<file path="src/rtl/mle_pkg.sv">
// Shared types, line codes and level helpers for the multi-mode line encoder.
package mle_pkg;

   // Line code selector values (the unused code behaves as NRZ-L)
   localparam logic [2:0] CODE_NRZL = 3'd0;
   localparam logic [2:0] CODE_NRZI = 3'd1;
   localparam logic [2:0] CODE_MAN  = 3'd2;
   localparam logic [2:0] CODE_DMAN = 3'd3;
   localparam logic [2:0] CODE_AMI  = 3'd4;
   localparam logic [2:0] CODE_B8ZS = 3'd5;
   localparam logic [2:0] CODE_HDB3 = 3'd6;

   // Zero-run chunk lengths of the two scrambling codes
   localparam int CHUNK_B8ZS = 8;
   localparam int CHUNK_HDB3 = 4;

   // Line levels, two-bit two's complement
   localparam logic signed [1:0] LV_ZERO = 2'sb00;
   localparam logic signed [1:0] LV_POS  = 2'sb01;
   localparam logic signed [1:0] LV_NEG  = 2'sb11;

   // Most symbols one data bit can release
   localparam int MAX_RESULTS = 8;
   localparam int IDX_W       = $clog2(MAX_RESULTS);
   localparam int CNT_W       = $clog2(MAX_RESULTS + 1);

   typedef struct packed {
      logic              final_sym;
      logic signed [1:0] second_half;
      logic signed [1:0] first_half;
   } mle_sym_type;

   // Polarity and level state of the coder
   typedef struct packed {
      logic last_pulse_positive;
      logic pulse_seen;
      logic pulse_parity;
      logic current_level;
   } mle_flags_type;

   localparam mle_flags_type FLAGS_RESET = '{
      last_pulse_positive: 1'b0,
      pulse_seen:          1'b0,
      pulse_parity:        1'b0,
      current_level:       1'b1
   };

   // Symbols released by one data bit, in line order, and how many
   typedef struct packed {
      mle_sym_type [MAX_RESULTS-1:0] syms;
      logic [CNT_W-1:0]              count;
   } mle_burst_type;

   function automatic logic signed [1:0] pol(input logic positive);
      return positive ? LV_POS : LV_NEG;
   endfunction

   function automatic mle_sym_type mk_sym(input logic signed [1:0] a,
                                          input logic signed [1:0] b);
      mle_sym_type s;
      s.final_sym   = 1'b0;
      s.first_half  = a;
      s.second_half = b;
      return s;
   endfunction

endpackage

</file>
<file path="src/rtl/mle_step.sv">
// Combinational next-state and symbol burst for one data bit.
module mle_step
   import mle_pkg::*;
#(
   parameter int HOLD_DEPTH = 8,
   localparam int HW = $clog2(HOLD_DEPTH + 1)
) (
   input  logic [2:0]      line_code,
   input  logic            data_bit,
   input  logic            end_of_seq,
   input  logic [HW-1:0]   held_cur,
   input  mle_flags_type   flags_cur,
   output logic [HW-1:0]   held_nxt,
   output mle_flags_type   flags_nxt,
   output mle_burst_type   burst
);

   localparam int SW = HW + 2;

   mle_sym_type [MAX_RESULTS-1:0] body;
   logic [CNT_W-1:0]              body_len;
   logic [HW-1:0]                 chunk;
   logic [HW-1:0]                 held_w;
   logic [HW-1:0]                 lead;
   logic [HW-1:0]                 tail;
   logic [HW:0]                   run;
   logic [SW-1:0]                 total;
   logic [SW-1:0]                 ii;
   logic [SW-1:0]                 lead_x;
   logic [CNT_W-1:0]              count;
   logic                          scramble;
   logic                          pre_release;
   logic                          lvl;
   logic                          r;
   logic                          p;

   always_comb begin
      body     = '0;
      body_len = '0;
      flags_nxt = flags_cur;
      lvl = 1'b0;
      r   = 1'b0;
      p   = 1'b0;
      run = '0;

      case (line_code)
         CODE_B8ZS: chunk = HW'(CHUNK_B8ZS);
         CODE_HDB3: chunk = HW'(CHUNK_HDB3);
         default:   chunk = '0;
      endcase
      scramble = (line_code == CODE_B8ZS) || (line_code == CODE_HDB3);

      // Release held zeros first when the current code cannot use them
      pre_release = (held_cur != '0) && (!scramble || held_cur >= chunk);
      held_w      = pre_release ? '0 : held_cur;
      lead        = pre_release ? held_cur : '0;
      held_nxt    = held_w;

      case (line_code)
         CODE_NRZI: begin
            lvl = flags_cur.current_level ^ data_bit;
            flags_nxt.current_level = lvl;
            body[0]  = mk_sym(pol(lvl), pol(lvl));
            body_len = CNT_W'(1);
         end
         CODE_MAN: begin
            body[0]  = mk_sym(pol(data_bit), pol(!data_bit));
            body_len = CNT_W'(1);
         end
         CODE_DMAN: begin
            lvl = data_bit ? flags_cur.current_level : !flags_cur.current_level;
            flags_nxt.current_level = !lvl;
            body[0]  = mk_sym(pol(lvl), pol(!lvl));
            body_len = CNT_W'(1);
         end
         CODE_AMI: begin
            body_len = CNT_W'(1);
            if (data_bit) begin
               p = !flags_cur.last_pulse_positive;
               flags_nxt.last_pulse_positive = p;
               flags_nxt.pulse_seen          = 1'b1;
               flags_nxt.pulse_parity        = !flags_cur.pulse_parity;
               body[0] = mk_sym(pol(p), pol(p));
            end else begin
               body[0] = mk_sym(LV_ZERO, LV_ZERO);
            end
         end
         CODE_B8ZS, CODE_HDB3: begin
            r = flags_cur.pulse_seen ? flags_cur.last_pulse_positive : 1'b1;
            if (data_bit) begin
               // Broken run: release held zeros, then the data pulse
               lead     = lead + held_w;
               held_nxt = '0;
               p = !flags_cur.last_pulse_positive;
               flags_nxt.last_pulse_positive = p;
               flags_nxt.pulse_seen          = 1'b1;
               flags_nxt.pulse_parity        = !flags_cur.pulse_parity;
               body[0]  = mk_sym(pol(p), pol(p));
               body_len = CNT_W'(1);
            end else begin
               run = {1'b0, held_w} + (HW+1)'(1);
               if (run < {1'b0, chunk}) begin
                  held_nxt = HW'(run);
               end else begin
                  held_nxt = '0;
                  if (line_code == CODE_B8ZS) begin
                     // 000VB0VB
                     body[3]  = mk_sym(pol(r), pol(r));
                     body[4]  = mk_sym(pol(!r), pol(!r));
                     body[6]  = mk_sym(pol(!r), pol(!r));
                     body[7]  = mk_sym(pol(r), pol(r));
                     body_len = CNT_W'(CHUNK_B8ZS);
                  end else if (flags_cur.pulse_parity) begin
                     // 000V
                     body[3]  = mk_sym(pol(r), pol(r));
                     body_len = CNT_W'(CHUNK_HDB3);
                     flags_nxt.last_pulse_positive = r;
                     flags_nxt.pulse_seen          = 1'b1;
                     flags_nxt.pulse_parity        = !flags_cur.pulse_parity;
                  end else begin
                     // B00V
                     p = flags_cur.pulse_seen ? !r : 1'b1;
                     body[0]  = mk_sym(pol(p), pol(p));
                     body[3]  = mk_sym(pol(p), pol(p));
                     body_len = CNT_W'(CHUNK_HDB3);
                     flags_nxt.last_pulse_positive = p;
                     flags_nxt.pulse_seen          = 1'b1;
                  end
               end
            end
         end
         default: begin
            body[0]  = mk_sym(pol(data_bit), pol(data_bit));
            body_len = CNT_W'(1);
         end
      endcase

      // Last bit: drain what is still held and start over
      tail = end_of_seq ? held_nxt : '0;
      if (end_of_seq) begin
         held_nxt  = '0;
         flags_nxt = FLAGS_RESET;
      end

      total = SW'(lead) + SW'(body_len) + SW'(tail);
      count = (total > SW'(MAX_RESULTS)) ? CNT_W'(MAX_RESULTS) : CNT_W'(total);

      // Place the body behind the leading zeros; drained zeros follow it
      lead_x = SW'(lead);
      burst.count = count;
      for (int i = 0; i < MAX_RESULTS; i++) begin
         ii = SW'(i);
         burst.syms[i] = mk_sym(LV_ZERO, LV_ZERO);
         if (ii >= lead_x) begin
            burst.syms[i] = body[IDX_W'(ii - lead_x)];
         end
         if (end_of_seq && (CNT_W'(i + 1) == count)) begin
            burst.syms[i].final_sym = 1'b1;
         end
      end
   end

endmodule

</file>
<file path="src/rtl/multi_mode_line_encoder.sv">
// Top level of the multi-mode line encoder: handshakes, state and result queue.
//
// Usage
//   req_* : one data bit per transaction (req_tdata[0]); req_tlast marks the
//           final bit of a sequence and drains any held zeros.
//   rsp_* : one line symbol per transaction, first and second half levels as
//           two-bit signed values (-1, 0, +1); rsp_tlast marks the symbol of
//           the final data bit.
//   csr_* : write the line code (0 NRZ-L, 1 NRZ-I, 2 Manchester, 3 diff
//           Manchester, 4 AMI, 5 B8ZS, 6 HDB3) only while the block is idle.
// Output: the first symbol of a bit is presented in the cycle after the bit's
//   transaction. Throughput: one bit per cycle while each bit yields at most
//   one symbol and the receiver does not stall; a bit releasing more than one
//   symbol (up to eight, a B8ZS substitution or a drained run) holds the input
//   until its last symbol leaves the one-symbol-per-cycle output queue. Bits
//   held inside a zero run yield no symbol and go at one per cycle.
// Reset (synchronous, active high) empties the queue, clears the run count,
//   sets polarity to "no pulse yet" and the NRZ level to one; line code 0.
// A stalled receiver holds the head symbol; a new bit is taken only when the
//   queue is empty or its last symbol leaves in the same cycle.
module multi_mode_line_encoder
   import mle_pkg::*;
#(
   parameter int HOLD_DEPTH = 8
) (
   input  logic       clock,
   input  logic       reset,
   // Request: [0] data_bit
   input  logic       req_tvalid,
   output logic       req_tready,
   input  logic [7:0] req_tdata,
   input  logic       req_tlast,
   // Response: [1:0] first_half, [3:2] second_half
   output logic       rsp_tvalid,
   input  logic       rsp_tready,
   output logic [7:0] rsp_tdata,
   output logic       rsp_tlast,
   // Line code register
   input  logic       csr_wr_en,
   input  logic [2:0] csr_wr_data
);

   localparam int HW = $clog2(HOLD_DEPTH + 1);

   // Held symbols are always zero levels, so a count stands for the delay store
   logic [HW-1:0]                 held_ff, held_in;
   mle_flags_type                 flags_ff, flags_in;
   logic [2:0]                    line_code_ff, line_code_in;
   mle_sym_type [MAX_RESULTS-1:0] queue_ff, queue_in;
   logic [CNT_W-1:0]              count_ff, count_in;

   logic          req_accept;
   logic          rsp_accept;
   logic [HW-1:0] held_nxt;
   mle_flags_type flags_nxt;
   mle_burst_type burst;

   mle_step #(
      .HOLD_DEPTH (HOLD_DEPTH)
   ) u_step (
      .line_code  (line_code_ff),
      .data_bit   (req_tdata[0]),
      .end_of_seq (req_tlast),
      .held_cur   (held_ff),
      .flags_cur  (flags_ff),
      .held_nxt   (held_nxt),
      .flags_nxt  (flags_nxt),
      .burst      (burst)
   );

   // Take a new bit when the queue is empty or drains this cycle
   assign req_tready = (count_ff == '0) || ((count_ff == CNT_W'(1)) && rsp_tready);
   assign req_accept = req_tvalid && req_tready;
   assign rsp_tvalid = (count_ff != '0);
   assign rsp_accept = rsp_tvalid && rsp_tready;

   // The head of the queue is the output register
   assign rsp_tdata = {4'b0000, queue_ff[0].second_half, queue_ff[0].first_half};
   assign rsp_tlast = queue_ff[0].final_sym;

   always_comb begin
      held_in      = held_ff;
      flags_in     = flags_ff;
      line_code_in = csr_wr_en ? csr_wr_data : line_code_ff;
      queue_in     = queue_ff;
      count_in     = count_ff;

      // Advance the queue by one symbol per response transaction
      if (rsp_accept) begin
         for (int i = 0; i < MAX_RESULTS - 1; i++) begin
            queue_in[i] = queue_ff[i + 1];
         end
         count_in = count_ff - CNT_W'(1);
      end

      // Load the burst of a new bit; the old queue is empty by now
      if (req_accept) begin
         held_in  = held_nxt;
         flags_in = flags_nxt;
         queue_in = burst.syms;
         count_in = burst.count;
      end
   end

   always_ff @(posedge clock) begin
      if (reset) begin
         held_ff      <= '0;
         flags_ff     <= FLAGS_RESET;
         line_code_ff <= CODE_NRZL;
         count_ff     <= '0;
      end else begin
         held_ff      <= held_in;
         flags_ff     <= flags_in;
         line_code_ff <= line_code_in;
         count_ff     <= count_in;
      end
   end

   always_ff @(posedge clock) begin
      queue_ff <= queue_in;
   end

   // A new bit never lands on a queue with symbols still waiting behind the head
   a_accept_drained: assert property (@(posedge clock) disable iff (reset)
      req_accept |-> (count_ff <= CNT_W'(1)))
      else $error("bit accepted over a pending burst");

   // A zero run never reaches a full B8ZS chunk without being substituted
   a_held_bound: assert property (@(posedge clock) disable iff (reset)
      held_ff < HW'(CHUNK_B8ZS))
      else $error("held zero count out of range");

   // The final marker only ever sits on the last queued symbol
   a_last_at_tail: assert property (@(posedge clock) disable iff (reset)
      (rsp_tvalid && rsp_tlast) |-> (count_ff == CNT_W'(1)))
      else $error("final symbol not at end of burst");

   // The final bit of a sequence leaves the coder in its reset state
   a_eos_clears: assert property (@(posedge clock) disable iff (reset)
      (req_accept && req_tlast) |=> ((held_ff == '0) && (flags_ff == FLAGS_RESET)))
      else $error("state not cleared after final bit");

endmodule

</file>
<file path="config.mk">
export PLATFORM = sky130hd
export DESIGN_NAME = multi_mode_line_encoder
export DESIGN_NICKNAME = d
export VERILOG_FILES = /design/src/rtl/mle_pkg.sv /design/src/rtl/mle_step.sv /design/src/rtl/multi_mode_line_encoder.sv
export SDC_FILE = /design/constraint.sdc
export NUM_CORES = 1
export LEC_CHECK = 0
export BUFFER_PORTS_ARGS = -buffer_cell sky130_fd_sc_hd__buf_2
export CORE_UTILIZATION = 50
export DETAILED_ROUTE_END_ITERATION = 8
export GPL_TIMING_DRIVEN = 0
export MAX_ROUTING_LAYER = met4
export PLACE_DENSITY = 0.74
export SYNTH_ARGS = -nofsm -noshare
export SYNTH_HDL_FRONTEND = slang
export SYNTH_HIERARCHICAL = 1
export SYNTH_SLANG_ARGS = --single-unit
</file>
<file path="constraint.sdc">
create_clock -name clock -period 15.2 [get_ports clock]
set_input_delay 1.52 -clock clock [delete_from_list [all_inputs] [get_ports clock]]
set_output_delay 1.52 -clock clock [all_outputs]
set_load 0.05 [all_outputs]
</file>
==> metrics.md <==
| Metric | Value |
|---|---|
| Number of gates resized after cts | 0 |
| Placeable core area | 8850 um^2 |
| H-tree levels | 2 |
| Routed wire length | 11.3 mm |
| Power Density | 145 nW/um^2 |
| Data arrival time of the critical path | 7010 ps |
| Slew of the pin with the lowest slew margin | 746 ps |
| Number of fill cells | 818 |
| Remaining global-route overflow | 0 |
| Fraction of layout cells with a size suffix above 1 | 0.239 |
| Total half-perimeter wirelength after legalization and detailed placement | 8.50 mm |
| Total setup buffers inserted after CTS | 0 |
| Outcome | complete, no violations |
| Avg Cell Area, Syn | 9.64 um^2 |
| Overall routing resource usage | 0.249 |
| # Max-Cap Violations | 0 |
| Post-route DRC violation count | 0 |
| RSZ-0062 raised after global routing | false |
| Setup violators final | 0 |
| Vias after detailed routing | 3864 |
| Wirelength per Cell | 18.4 um |
| Relative max-transition margin | 0.497 |
| Number of warning messages in the yosys log | 6 |
| Static leakage | 0.00204 uW |
| Worst Hold Class | reg -> reg |
| Cell type contributing the most total cell area after synthesis | sky130_fd_sc_hd__edfxtp_1 |
| Number of I/O port buffers | 15 |
| Ant diodes | 0 |
| Setup slack on the worst flop-to-flop path | 8370 ps |
| Max-slew violations | 0 |
| Instance count of the mapped netlist | 480 |
| Vias per cell | 6.28 |
| Category of the critical setup timing path | reg -> reg |
| Layout overhead on the synthesized area | 7.38% |
| Buffer depth of the longest clock path | 2 |
| Die span in y | 98.2 um |
| Time the worst path needs with I/O delays and setup | 6830 ps |
| Final period util | 0.449 |
| Placed cells | 606 |
| DIE WIDTH | 98.2 um |
| Cell area after technology mapping | 4630 um^2 |
| RePlAce Congestion | 0.972 |
| Inserted Clock Buffers | 5 |
| Area share of the leading cell type in the synthesized netlist | 0.260 |
| Clock sinks | 55 |
| Number of top-level pins | 28 |
| Worst-path maximum fanout | 10 |
| Seq cells post-synth | 55 |
| Initial core utilization | 0.523 |
| # nets final | 546 |
| Number of rows created at floorplan | 34 |
| ANT nets after route | 0 |
| Share of async-settable or async-resettable flops after synthesis | 0 |
| Sum Neg Setup Slack | 0 ps |
| Pre-antenna DRT Iters | 5 |
| Cell area reported after detailed placement | 4850 um^2 |
| Maximum number of pins on one net before global-route repair | 37 |
| Clock tree skew after final layout | 5.81 ps |
| Kind of end point of the critical path | flop |
| Clock tree from TritonCTS | done |
| Die Outline Area | 9640 um^2 |
| Share of synthesized area occupied by flip-flops and latches | 0.325 |
| Final count of hold timing violations | 0 |
| Design area | 4970 um^2 |
| Number of antenna violations at the first check in global routing | 0 |
| Dominant cells by area after synthesis | sky130_fd_sc_hd__edfxtp_1, sky130_fd_sc_hd__mux2_4, sky130_fd_sc_hd__dfxtp_1, sky130_fd_sc_hd__ha_1, sky130_fd_sc_hd__a21oi_1 |
| Startpoint type of the worst setup path | flop |
| Clk slew on worst S/H paths | 110 ps |
| Number of flops mapped to enable cells by yosys | 40 |
| Vias in the first global route | 3640 |
| CTS root buffer | sky130_fd_sc_hd__clkbuf_8 |
| Maximum vdd drop | 0.160 mV |
| Predominant post-synthesis flop cell | sky130_fd_sc_hd__edfxtp_1 |
| Required time of the critical path | 15390 ps |
| Latest clock arrival within the worst-skew pair | 310 ps |
| Wire length of the first global-routing pass | 18.5 mm |
| Number of buffers inserted by hold repair at cts | 0 |
| Fmax | 146 MHz |
| Count of non-filler cells in the finished layout | 615 |
| DRC violation total after the first TritonRoute iteration | 317 |
| Number of distinct standard cells referenced by the synthesized netlist | 80 |
report_power, final:
part	internal [uW]	switching, uW	leakage, uW
Clock	33.4	50.2	0.0000461
Combinational	159	197	0.00147
Sequential	257	21.6	0.000518
through the flow:
stage                      util  hold WS (ps)  total power (uW)  setup WS [ps]
after global placement    0.548           481               616           8750
final                     0.561           502               718           8370
after CTS                 0.558           503               714           8560
after detailed placement  0.548           488               628           8610
after floorplan               -           450               559           9390
after global routing      0.561           552               758           7840
cell usage after synthesis, types with 9 or more instances:
library cell,instances
sky130_fd_sc_hd__a21oi_1,38
sky130_fd_sc_hd__nor2_1,25
sky130_fd_sc_hd__buf_2,9
sky130_fd_sc_hd__buf_4,19
sky130_fd_sc_hd__o21ai_0,29
sky130_fd_sc_hd__edfxtp_1,40
sky130_fd_sc_hd__nand3_1,19
sky130_fd_sc_hd__mux2_4,28
sky130_fd_sc_hd__nand2_1,32
sky130_fd_sc_hd__nor4_1,9
sky130_fd_sc_hd__nor3_1,12
sky130_fd_sc_hd__ha_1,19
sky130_fd_sc_hd__dfxtp_1,15
sky130_fd_sc_hd__inv_1,27
metal layers:
metal,track usage,vias up,share of wire
li1,-,1842,-
met3,0.0315,18,0.056
met2,0.420,152,0.49
met4,0.0551,0,0.014
met1,0.320,1852,0.44
met5,-,-,0
layout by cell type (no fill, tap or decap), types with 9 or more instances in the layout:
| master | instances |
|---|---|
| sky130_fd_sc_hd__edfxtp_1 | 40 |
| sky130_fd_sc_hd__a21oi_1 | 38 |
| sky130_fd_sc_hd__nand2_1 | 32 |
| sky130_fd_sc_hd__o21ai_0 | 29 |
| sky130_fd_sc_hd__mux2_4 | 28 |
| sky130_fd_sc_hd__inv_1 | 27 |
| sky130_fd_sc_hd__nor2_1 | 25 |
| sky130_fd_sc_hd__buf_2 | 24 |
| sky130_fd_sc_hd__nand3_1 | 19 |
| sky130_fd_sc_hd__ha_1 | 19 |
| sky130_fd_sc_hd__buf_4 | 19 |
| sky130_fd_sc_hd__dfxtp_1 | 15 |
| sky130_fd_sc_hd__nor3_1 | 12 |
| sky130_fd_sc_hd__nor4_1 | 9 |
worst max-delay path, stage by stage (launching register included):
cell	delay, ps
sky130_fd_sc_hd__dfxtp_1	430
sky130_fd_sc_hd__buf_4	210
sky130_fd_sc_hd__and3b_1	270
sky130_fd_sc_hd__inv_1	140
sky130_fd_sc_hd__ha_1	310
sky130_fd_sc_hd__nor4bb_4	180
sky130_fd_sc_hd__nor3_4	400
sky130_fd_sc_hd__and3_1	310
sky130_fd_sc_hd__ha_1	340
sky130_fd_sc_hd__nand3_1	170
sky130_fd_sc_hd__o211ai_4	300
sky130_fd_sc_hd__nand2_2	80
sky130_fd_sc_hd__buf_2	180
sky130_fd_sc_hd__or4_1	430
sky130_fd_sc_hd__fa_1	370
sky130_fd_sc_hd__inv_1	70
sky130_fd_sc_hd__ha_1	180
sky130_fd_sc_hd__inv_1	60
sky130_fd_sc_hd__fa_1	580
sky130_fd_sc_hd__nand3b_1	160
sky130_fd_sc_hd__nor4_1	320
sky130_fd_sc_hd__o21ai_0	150
sky130_fd_sc_hd__a21oi_1	270
sky130_fd_sc_hd__nand2_1	190
sky130_fd_sc_hd__nor4_1	400
sky130_fd_sc_hd__mux2_4	230
cell type report:
type	instances	area [um^2]	area share
clock buffers	5	68.8	0.0139
repair buffers	16	103	0.0207
flip-flops and latches	55	1500	0.302
clock inverters	3	23.8	0.00479
plain buffers	38	248	0.0499
well taps	108	135	0.0272
multi-input cells	359	2770	0.558
inverters	31	116	0.0234
cells by family (layout without fill, tap and decap cells):
kind of cell	Yosys count	in the layout	share of synthesized area
buf+inv	69	93	0.0787
mux	42	42	0.123
fa+ha+maj	23	23	0.0687
other cells	1	4	0.000811
simple gates	140	140	0.170
compound gates	136	136	0.204
flops	55	55	0.325
xor+xnor	14	14	0.0298
state kept, by name, indices dropped and copies added (netlist names):
signal	count
count_ff	4
flags_ff	4
held_ff	4
line_code_ff	3
queue_ff	35
rsp_tdata	4
rsp_tlast	1
path summary, 6_finish.rpt:
check	end	cells past startpoint	startpoint
worst max-delay path	queue_ff[9]$_DFFE_PP_	25	line_code_ff[0]$_SDFFE_PP0P_
worst min-delay path	held_ff[2]$_SDFFE_PP0P_	2	held_ff[2]$_SDFFE_PP0P_
worst max register to register	queue_ff[9]$_DFFE_PP_	25	line_code_ff[0]$_SDFFE_PP0P_
worst min register to register	held_ff[2]$_SDFFE_PP0P_	2	held_ff[2]$_SDFFE_PP0P_
Power figures use the tool's default switching activity.
